### src/sv/mur_pkg.sv
// shared constants and types for the mini uart register block
package mur_pkg;

  localparam int RX_DEPTH_DEF = 8;
  localparam int TX_DEPTH_DEF = 8;

  typedef enum logic [1:0] {
    CMD_READ  = 2'd0,
    CMD_WRITE = 2'd1,
    CMD_RX    = 2'd2,
    CMD_DRAIN = 2'd3
  } cmd_t;

  // register offsets in the 256-byte window
  localparam logic [7:0] OFF_IRQ  = 8'h00;
  localparam logic [7:0] OFF_ID   = 8'h04;
  localparam logic [7:0] OFF_DATA = 8'h40;
  localparam logic [7:0] OFF_IER  = 8'h44;
  localparam logic [7:0] OFF_IIR  = 8'h48;
  localparam logic [7:0] OFF_LSR  = 8'h54;
  localparam logic [7:0] OFF_CNTL = 8'h60;
  localparam logic [7:0] OFF_STAT = 8'h64;

  localparam logic [31:0] ID_VALUE      = 32'h0000_0001;
  localparam logic [31:0] RX_EMPTY_DATA = 32'h0000_00FF;
  localparam logic [31:0] IER_BASE      = 32'h0000_00C0;
  localparam logic [31:0] IIR_BASE      = 32'h0000_00C0;
  localparam logic [31:0] IIR_RX        = 32'h0000_0004;
  localparam logic [31:0] IIR_TX        = 32'h0000_0002;
  localparam logic [31:0] IIR_NONE      = 32'h0000_0001;
  localparam logic [31:0] LSR_BASE      = 32'h0000_0060;
  localparam logic [31:0] STAT_BASE     = 32'h0000_030E;
  localparam int          STAT_LVL_LSB  = 16;

  localparam logic [7:0] IRQ_PEND_RST = 8'hC1;
  localparam logic [1:0] UART_EN_RST  = 2'b11;

endpackage

### src/sv/mini_uart_register_block.sv
// mini uart register block: bus decode, rx/tx fifos and interrupt state
// One request is taken per clock and its result lands in the output register on the same edge,
// so the block sustains one request per cycle; the only limit is the output register, which
// holds a result while out_stall is high and stalls the input side until it is taken. Every
// request (bus read, bus write, line byte, drain tick) is decoded and applied to the fifo
// pointers and interrupt bits when accepted. Fifo storage has no reset; a data read of an empty
// rx fifo returns 0xFF. A data write with tx enabled and room sends the oldest byte at once.
module mini_uart_register_block_top
  import mur_pkg::*;
#(
  parameter int RX_DEPTH = RX_DEPTH_DEF,
  parameter int TX_DEPTH = TX_DEPTH_DEF
) (
  input  logic        clk,
  input  logic        rst,
  input  logic        in_valid,
  output logic        in_stall,
  input  logic [1:0]  command,
  input  logic [7:0]  offset,
  input  logic [31:0] write_data,
  input  logic [7:0]  rx_byte,
  output logic        out_valid,
  input  logic        out_stall,
  output logic [31:0] read_data,
  output logic        tx_valid,
  output logic [7:0]  tx_byte,
  output logic        irq,
  output logic        tx_overflow
);

  localparam int RPW = $clog2(RX_DEPTH);
  localparam int RCW = $clog2(RX_DEPTH + 1);
  localparam int TPW = $clog2(TX_DEPTH);
  localparam int TCW = $clog2(TX_DEPTH + 1);

  localparam logic [RCW-1:0] RX_FULL = RCW'(RX_DEPTH);
  localparam logic [TCW-1:0] TX_FULL = TCW'(TX_DEPTH);
  localparam logic [RPW-1:0] RX_LAST = RPW'(RX_DEPTH - 1);
  localparam logic [TPW-1:0] TX_LAST = TPW'(TX_DEPTH - 1);
  localparam logic [RCW:0]   RX_DEPTH_W = (RCW + 1)'(RX_DEPTH);
  localparam logic [TCW:0]   TX_DEPTH_W = (TCW + 1)'(TX_DEPTH);

  logic [7:0]     rx_store [RX_DEPTH];
  logic [7:0]     tx_store [TX_DEPTH];
  logic [RPW-1:0] rx_head, rx_head_next;
  logic [RCW-1:0] rx_count, rx_count_next;
  logic [TPW-1:0] tx_head, tx_head_next;
  logic [TCW-1:0] tx_count, tx_count_next;
  logic [1:0]     irq_en, irq_en_next;
  logic [1:0]     uart_en, uart_en_next;
  logic [7:0]     irq_pending, irq_pending_next;

  logic           accept;
  logic           has_rx;
  logic           refresh;
  logic           rx_we, tx_we;
  logic [RCW:0]   rx_wr_sum;
  logic [TCW:0]   tx_wr_sum;
  logic [RPW-1:0] rx_wr_idx, rx_head_inc;
  logic [TPW-1:0] tx_wr_idx, tx_head_inc;
  logic [31:0]    rd_val;
  logic           txv;
  logic [7:0]     txb;
  logic           ovf;

  assign in_stall = out_valid && out_stall;
  assign accept   = in_valid && !in_stall;
  assign has_rx   = rx_count != '0;

  // write slot is head + count modulo depth, the sum stays below twice the depth
  always_comb begin
    rx_wr_sum = (RCW + 1)'(rx_head) + (RCW + 1)'(rx_count);
    if (rx_wr_sum >= RX_DEPTH_W) begin
      rx_wr_sum = rx_wr_sum - RX_DEPTH_W;
    end
    rx_wr_idx = rx_wr_sum[RPW-1:0];
    tx_wr_sum = (TCW + 1)'(tx_head) + (TCW + 1)'(tx_count);
    if (tx_wr_sum >= TX_DEPTH_W) begin
      tx_wr_sum = tx_wr_sum - TX_DEPTH_W;
    end
    tx_wr_idx = tx_wr_sum[TPW-1:0];
    rx_head_inc = (rx_head == RX_LAST) ? '0 : rx_head + 1'b1;
    tx_head_inc = (tx_head == TX_LAST) ? '0 : tx_head + 1'b1;
  end

  always_comb begin
    rx_head_next  = rx_head;
    rx_count_next = rx_count;
    tx_head_next  = tx_head;
    tx_count_next = tx_count;
    irq_en_next   = irq_en;
    uart_en_next  = uart_en;
    refresh       = 1'b0;
    rx_we         = 1'b0;
    tx_we         = 1'b0;
    rd_val        = '0;
    txv           = 1'b0;
    txb           = '0;
    ovf           = 1'b0;
    case (cmd_t'(command))
      CMD_READ: begin
        case (offset)
          OFF_IRQ:  rd_val = {31'b0, irq_pending != '0};
          OFF_ID:   rd_val = ID_VALUE;
          OFF_DATA: begin
            refresh = 1'b1;
            if (has_rx) begin
              rd_val        = {24'b0, rx_store[rx_head]};
              rx_head_next  = rx_head_inc;
              rx_count_next = rx_count - 1'b1;
            end else begin
              rd_val = RX_EMPTY_DATA;
            end
          end
          OFF_IER:  rd_val = IER_BASE | {30'b0, irq_en};
          OFF_IIR:  rd_val = IIR_BASE | (has_rx ? IIR_RX : IIR_TX) |
                             ((irq_pending == '0) ? IIR_NONE : '0);
          OFF_LSR:  rd_val = LSR_BASE | {31'b0, has_rx};
          OFF_CNTL: rd_val = {30'b0, uart_en};
          OFF_STAT: rd_val = STAT_BASE | (has_rx ?
                             ((32'(rx_count) << STAT_LVL_LSB) | 32'd1) : '0);
          default:  rd_val = '0;
        endcase
      end
      CMD_WRITE: begin
        refresh = 1'b1;
        case (offset)
          OFF_DATA: begin
            if (tx_count == TX_FULL) begin
              ovf = 1'b1;
            end else begin
              tx_we = 1'b1;
              if (uart_en[1]) begin
                // push then pop: the oldest byte goes out, count is unchanged
                txv          = 1'b1;
                txb          = (tx_count == '0) ? write_data[7:0] : tx_store[tx_head];
                tx_head_next = tx_head_inc;
              end else begin
                tx_count_next = tx_count + 1'b1;
              end
            end
          end
          OFF_IER:  irq_en_next = write_data[1:0];
          OFF_IIR: begin
            if (write_data[1]) begin
              rx_head_next  = '0;
              rx_count_next = '0;
            end
          end
          OFF_CNTL: uart_en_next = write_data[1:0];
          default: ;
        endcase
      end
      CMD_RX: begin
        if (uart_en[0] && rx_count != RX_FULL) begin
          rx_we         = 1'b1;
          rx_count_next = rx_count + 1'b1;
          refresh       = 1'b1;
        end
      end
      CMD_DRAIN: begin
        if (tx_count == '0) begin
          refresh = 1'b1;
        end else if (uart_en[1]) begin
          txv           = 1'b1;
          txb           = tx_store[tx_head];
          tx_head_next  = tx_head_inc;
          tx_count_next = tx_count - 1'b1;
        end
      end
      default: ;
    endcase
    irq_pending_next = refresh ?
        {6'b0, irq_en_next[1] && tx_count_next == '0, irq_en_next[0] && rx_count_next != '0} :
        irq_pending;
  end

  always_ff @(posedge clk) begin
    if (rst) begin
      rx_head     <= '0;
      rx_count    <= '0;
      tx_head     <= '0;
      tx_count    <= '0;
      irq_en      <= '0;
      uart_en     <= UART_EN_RST;
      irq_pending <= IRQ_PEND_RST;
      out_valid   <= 1'b0;
    end else begin
      if (accept) begin
        rx_head     <= rx_head_next;
        rx_count    <= rx_count_next;
        tx_head     <= tx_head_next;
        tx_count    <= tx_count_next;
        irq_en      <= irq_en_next;
        uart_en     <= uart_en_next;
        irq_pending <= irq_pending_next;
        out_valid   <= 1'b1;
      end else if (!out_stall) begin
        out_valid <= 1'b0;
      end
    end
  end

  always_ff @(posedge clk) begin
    if (accept && rx_we) begin
      rx_store[rx_wr_idx] <= rx_byte;
    end
    if (accept && tx_we) begin
      tx_store[tx_wr_idx] <= write_data[7:0];
    end
    if (accept) begin
      read_data   <= rd_val;
      tx_valid    <= txv;
      tx_byte     <= txb;
      irq         <= irq_pending_next != '0;
      tx_overflow <= ovf;
    end
  end

  // a dropped write never sends a byte in the same result
  assert property (@(posedge clk) disable iff (rst)
    out_valid |-> !(tx_valid && tx_overflow))
    else $error("tx_valid and tx_overflow both set");

  assert property (@(posedge clk) disable iff (rst)
    rx_count <= RX_FULL && tx_count <= TX_FULL)
    else $error("fifo count beyond depth");

  // an arriving byte with room and rx enabled is always queued
  assert property (@(posedge clk) disable iff (rst)
    accept && cmd_t'(command) == CMD_RX && uart_en[0] && rx_count != RX_FULL
    |=> rx_count == $past(rx_count) + 1'b1)
    else $error("rx byte not queued");

  assert property (@(posedge clk) disable iff (rst)
    out_valid && !tx_valid |-> tx_byte == '0)
    else $error("tx_byte nonzero without tx_valid");

endmodule
### config.mk
export PLATFORM = sky130hd
export DESIGN_NAME = mini_uart_register_block_top
export DESIGN_NICKNAME = d
export VERILOG_FILES = /design/src/sv/mur_pkg.sv /design/src/sv/mini_uart_register_block.sv
export SDC_FILE = /design/constraint.sdc
export NUM_CORES = 1
export LEC_CHECK = 0
export BUFFER_PORTS_ARGS = -buffer_cell sky130_fd_sc_hd__buf_2
export CORE_ASPECT_RATIO = 1.5
export CORE_MARGIN = 5
export CORE_UTILIZATION = 30
export DETAILED_ROUTE_END_ITERATION = 8
export PLACE_DENSITY = 0.58
export SLEW_MARGIN = 5
export SYNTH_ARGS = -nofsm -noshare
export SYNTH_HDL_FRONTEND = slang
export SYNTH_SLANG_ARGS = --single-unit
### constraint.sdc
create_clock -name clk -period 6.45 [get_ports clk]
set_input_delay 0 -clock clk [delete_from_list [all_inputs] [get_ports clk]]
set_output_delay 0 -clock clk [all_outputs]
set_load 0.03 [all_outputs]
Word level (Yosys, flattened, before mapping)

Memory sizes are Yosys's and may differ from the RTL's. A register that Yosys moved wholly into a read port is not among the register bits.
Cells that the tools add are included.

Register bits after elaboration: 70
Bits in writable memories: 128
Output and inout port bits: 45
Word-level logic and storage cells: 138
Memories: 2

Add/sub/neg operators: 10
Order comparisons: 2
Equality and inequality tests: 22
Muxes and demuxes: 65
Bitwise logic cells: 1
Reduce and logical (&&, ||, !) cells: 23

Memories:

| name     | words | bits a word | read ports | clocked after Yosys merged registers in | wr ports | line                           | RTL |
|---|---|---|---|---|---|---|---|
| rx_store | 8     | 8           | 1          | 1                                       | 1        | mini_uart_register_block.sv:43 | `logic [7:0] rx_store [RX_DEPTH];` |
| tx_store | 8     | 8           | 1          | 1                                       | 1        | mini_uart_register_block.sv:44 | `logic [7:0] tx_store [TX_DEPTH];` |

Operators with widths:

| cell                | count |
|---|---|
| $pmux 20 s8         | 1 |
| $mux 8              | 8 |
| $mux 3              | 17 |
| $eq 8x7->1 const B  | 6 |
| $mux 4              | 10 |
| $mux 20             | 1 |
| $mux 1              | 19 |
| $logic_not 8->1     | 2 |
| $pmux 8 s2          | 1 |
| $reduce_bool 8->1   | 2 |
| $ne 2x2->1 const B  | 6 |
| $pmux 3 s2          | 2 |
| $pmux 4 s3          | 1 |
| $add 3x4->5         | 2 |
| $ge 5x4->1 const B  | 2 |
| $add 4x1->4 const B | 2 |
| $eq 8x3->1 const B  | 1 |
| $logic_not 4->1     | 2 |
| $or 8x1->8          | 1 |
| $pmux 4 s2          | 1 |
| $reduce_bool 4->1   | 2 |
| $sub 4x1->4 const B | 2 |
| $logic_and 1x1->1   | 7 |
| $add 3x1->3 const B | 2 |
| 17 further kinds    | 23 |

Longest topological paths before layout

Depth in word-level cells: 9
Depth in mapped cells: 10

Worst setup path after synthesis

OpenSTA, ideal clock, no wires.

Path type: reg2reg
From: reg rx_count[0]
To: mem rx_store[4][0], enable pin
Data arrival time: 2.245 ns
Required time: 6.067 ns
Path slack: 3.821 ns
Stages on the path, launching flop included: 7
Path buffers: 0
Clock period less this slack: 2.629 ns
Cell sequence: dfxtp_1 > inv_1 > ha_1 > and3b_1 > or3_1 > or3_1 > nor3_1

Longest elaborated chain between the ends: 7
Elaborated cells between the ends (all ways): 11
Those cells by class: 2 x add/sub; 1 x order compare; 1 x eq/ne; 5 x mux; 2 x reduce/logical

Ends and longest elaborated chain:

| element                                             | line                            | RTL |
|---|---|---|
| from (decl)                                         | mini_uart_register_block.sv:46  | `logic [RCW-1:0] rx_count, rx_count_next;` |
| from (signal assigned)                              | mini_uart_register_block.sv:191 | `rx_count <= rx_count_next;` |
| branches (longest 7 deep; another with $add 3x4->5) | n/a                             |  |
| to (decl)                                           | mini_uart_register_block.sv:43  |  |

Parallel ways; which one is timed is not known.

Worst setup path after layout

From: reg rx_count[1]
To: mem rx_store[6][1], enable pin

The elaborated chain is that of the path after synthesis.

==> flow_summary_export.csv <==
group,metric,value,unit
critical_path,start_kind,"flip-flop",
synthesis,synth_flop_cell,"edfxtp_1",
cts,post_cts_buffers,0,
critical_path,required,6510,ps
critical_path,cp_common_cell,"or3_1",
power_and_ir_drop,pwr-share-seq,51.5,%
place,place.gp.congestion,0.810,
cts,cts_tree,"done",
place,placedCellCount,938,
timing,rsz0062_at_grt,"no",
power_and_ir_drop,p_leak,3.30,nW
cts,clk_pin_slew,80,ps
power_and_ir_drop,intPower,0.00190,W
synthesis,yosys.area_share.simple,10.1,%
cts,cts-root-buf,"clkbuf_16",
synthesis,synth_mux_area_share,12.3,%
critical_path,path_buf_inv,1,
power_and_ir_drop,vdd_ir_drop_max,201,uV
critical_path,critPathTopFamily,"simple AND/OR/NAND/NOR gates",
synthesis,synth-xor-area-share,0.846,%
synthesis,synthAdderAreaFrac,2.15,%
timing,worst_pin_slew,940,ps
cts,cts.sinks,185,
cts,clkLatencyLatePin,440,ps
synthesis,yosysUniqueCellTypes,71,
synthesis,synth.largest_area_cell,"edfxtp_1",
synthesis,synth_compound_area_share,6.98,%
final_layout,diodes,0,
timing,finalSetupViolations,0,
critical_path,path_cells,"inv_1 > ha_1 > and3b_1 > or3_1 > or3_1 > nor2_1",
route,wirelength,18500,microns
die,die_y,214,microns
job,drv_cap,0,
route,wl_per_cell,18.7,microns
power_and_ir_drop,p_clk_share,40.6,%
route,drtPass1Iterations,5,
status,status,"finished clean",
hold_path,hold_path_class,"input port to flip-flop",
final_layout,layout-drive-gt1-share,23.5,%
global_route,grt_start_max_net_pins,26,
global_route,first_global_vias,4905,
final_layout,fill_cells,2644,
synthesis,synth_edf_count,152,
timing,max-slew-margin-rel,37.1,%
critical_path,cp_slowest_cell,"nor2_1",
cts,cts-htree-levels,4,
cts,cts_buffers,17,
critical_path,crit_type,"flip-flop to flip-flop",
place,io_buffer_count,56,
synthesis,yosysWarnings,0,
synthesis,yosys.cell_count.top_type,"edfxtp_1",
synthesis,netlist_instances,569,
timing,period_share,47.3,%
route,drt_iter0_drc,256,
timing,hold_viol_final,0,
synthesis,syn-cell-area,8280,sq um
synthesis,synth_seq_area_share,63.1,%
die,ioPinCount,99,
power_and_ir_drop,swShare,26.0,%
timing,skew,11.8,ps
final_layout,syn_to_final_growth,16.0,%
timing,tns,0,ps
timing,max_freq,0.328,GHz
synthesis,synthArstFlopShare,0,%
route,drcViolationCount,0,
synthesis,netlist_top_cells_count,"edfxtp_1 (152), nand2_1 (35), a21oi_1 (34)",
final_layout,regArea,5230,sq um
critical_path,worstPathArrival,3110,ps
die,core_area,27200,sq um
synthesis,ys_ff_latch,185,
die,initial_core_util,30.4,%
global_route,grtUsageTotal,11.9,%
global_route,grt_pass1_wl,28700,microns
die,dieArea,31100,sq um
critical_path,cp-end-kind,"flip-flop",
cts,clockBufferDepth,2,
synthesis,syn_avg_cell_area,14.6,sq um
synthesis,yosysTopAreaCellShare,55.1,%
route,vias_per_cell,4.96,
final_layout,multi_input_area,2790,sq um
die,rows,74,
global_route,antenna_found_initial,2,
final_layout,fin_nets,701,
critical_path,cp_slowest_stage_delay,740,ps
power_and_ir_drop,p_comb_share,7.9,%
timing,slew_viol_final,0,
timing,period_needed,3050,ps
critical_path,path_max_fanout,8,
synthesis,synth.area.top_cells,"edfxtp_1 (55%), mux4_2 (8.7%), dfxtp_1 (8.0%), mux2i_1 (2.8%), a21oi_1 (2.1%)",
final_layout,final_cell_count_no_fill,989,
route,dr_total_vias,4906,
power_and_ir_drop,powerDensity,267,nW/um^2
global_route,grt_overflow_total,0,
power_and_ir_drop,p_switching,0.000666,W
die,die_w,146,microns
synthesis,synth_top_family_by_area,"multiplexers",
route,drtAntennaViolNets,0,
place,hpwl,12800,microns
[through the flow]
| stage | setup WS [ps] | total power [W] | util, % | hold WS [ps] | instance area [sq um] |
|---|---|---|---|---|---|
| CTS | 3370 | 0.00259 | 35.3 | 4.76 | 9600 |
| floorplan | 3820 | 0.00149 | - | 98.9 | 8350 |
| global route | 3260 | 0.00266 | 35.3 | 71.9 | 9600 |
| finish | 3400 | 0.00256 | 35.3 | 15.1 | 9600 |
| global placement | 3420 | 0.00154 | 32.4 | 228 | 8810 |
| detailed placement | 3400 | 0.00154 | 32.4 | 236 | 8810 |
[final timing paths]
kind                   from        endpoint  slack, ps  cells after the start
max reg2reg     rx_count[1]  rx_store[6][1]       3400                      6
min               offset[4]    read_data[5]         20                      3
max             rx_count[1]  rx_store[6][1]       3400                      6
min reg2reg  irq_pending[6]  irq_pending[6]        440                      2
[power groups by stage]
stage | Sequential (W) | Combinational [W] | Clock, W
final | 0.00132 | 0.000201 | 0.00104
after global routing | 0.00132 | 0.000221 | 0.00112
after CTS | 0.00132 | 0.000202 | 0.00107
after detailed placement | 0.00135 | 0.000192 | 0
after global placement | 0.00135 | 0.000191 | 0
after floorplan | 0.00136 | 0.000126 | 0
[registers in the layout, summed over array words and instances (netlist names), 2 cells and up, named ones only]
register	flops
irq_en	2
read_data	13
tx_byte	8
tx_store	64
uart_en	2
rx_count	4
irq_pending	8
rx_head	3
tx_count	4
tx_head	3
rx_store	64
[tightest hold or removal path: stages]
cell and delay, ps:
buf_2 150, a21oi_1 80, nor2_1 100
[cells by family (layout without fill, tap and decap cells)]
group,count (synthesis),in the layout
xor gates and xnor gates,8,8
and+or+nand+nor,151,151
adders and majority gates,13,13
DFF,185,185
muxes,61,61
AOI/OAI and AO/OA,86,86
buffers and inverters,64,125
other,1,18
[final cells by class]
cell class | instances | share of cell area [%]
inverters | 13 | 0.508
clock buffers | 17 | 4.43
well taps | 342 | 4.46
clock inverters | 15 | 1.86
repair buffers | 80 | 5.29
multi-input cells | 337 | 29.1
flip-flops and latches | 185 | 54.4
[timing repair]
item,4_1_cts,5_1_grt
hold endpoints to repair,136,0
hold buffers,19,0
gates resized for setup,0,0
setup endpoints to repair,0,0
[placed cells by master, fill, tap and decap left out, types with 5 or more instances in the layout]
cell type | netlist | final
nand4_1 | 10 | 10
buf_4 | 20 | 5
or4_1 | 5 | 5
nor3_1 | 16 | 8
mux4_2 | 32 | 32
dlygate4sd3_1 | 0 | 19
mux2_2 | 6 | 6
and3_1 | 7 | 7
xnor2_1 | 6 | 6
a21oi_1 | 34 | 34
o21ai_0 | 9 | 9
ha_1 | 11 | 11
nor3_2 | 0 | 8
nor2_1 | 30 | 30
conb_1 | 1 | 18
clkbuf_16 | 0 | 17
dfxtp_1 | 33 | 33
nor4_1 | 6 | 6
buf_2 | 4 | 56
nand2_1 | 35 | 35
edfxtp_1 | 152 | 152
a211oi_1 | 13 | 13
clkinv_8 | 0 | 6
inv_1 | 12 | 12
mux2i_1 | 23 | 23
nand3_1 | 10 | 10
[metal layers]
| metal | vias up | wire, microns | GRT usage, % | part of all wire, % |
|---|---|---|---|---|
| li1 | 2306 | - | - | - |
| met1 | 2447 | 7330 | 13.7 | 40 |
| met2 | 122 | 9980 | 21.9 | 54 |
| met3 | 27 | 748 | 2.56 | 4.1 |
| met4 | 4 | 377 | 4.15 | 2.0 |
| met5 | - | 14 | 0 | 0.076 |
Power figures use the tool's default switching activity.
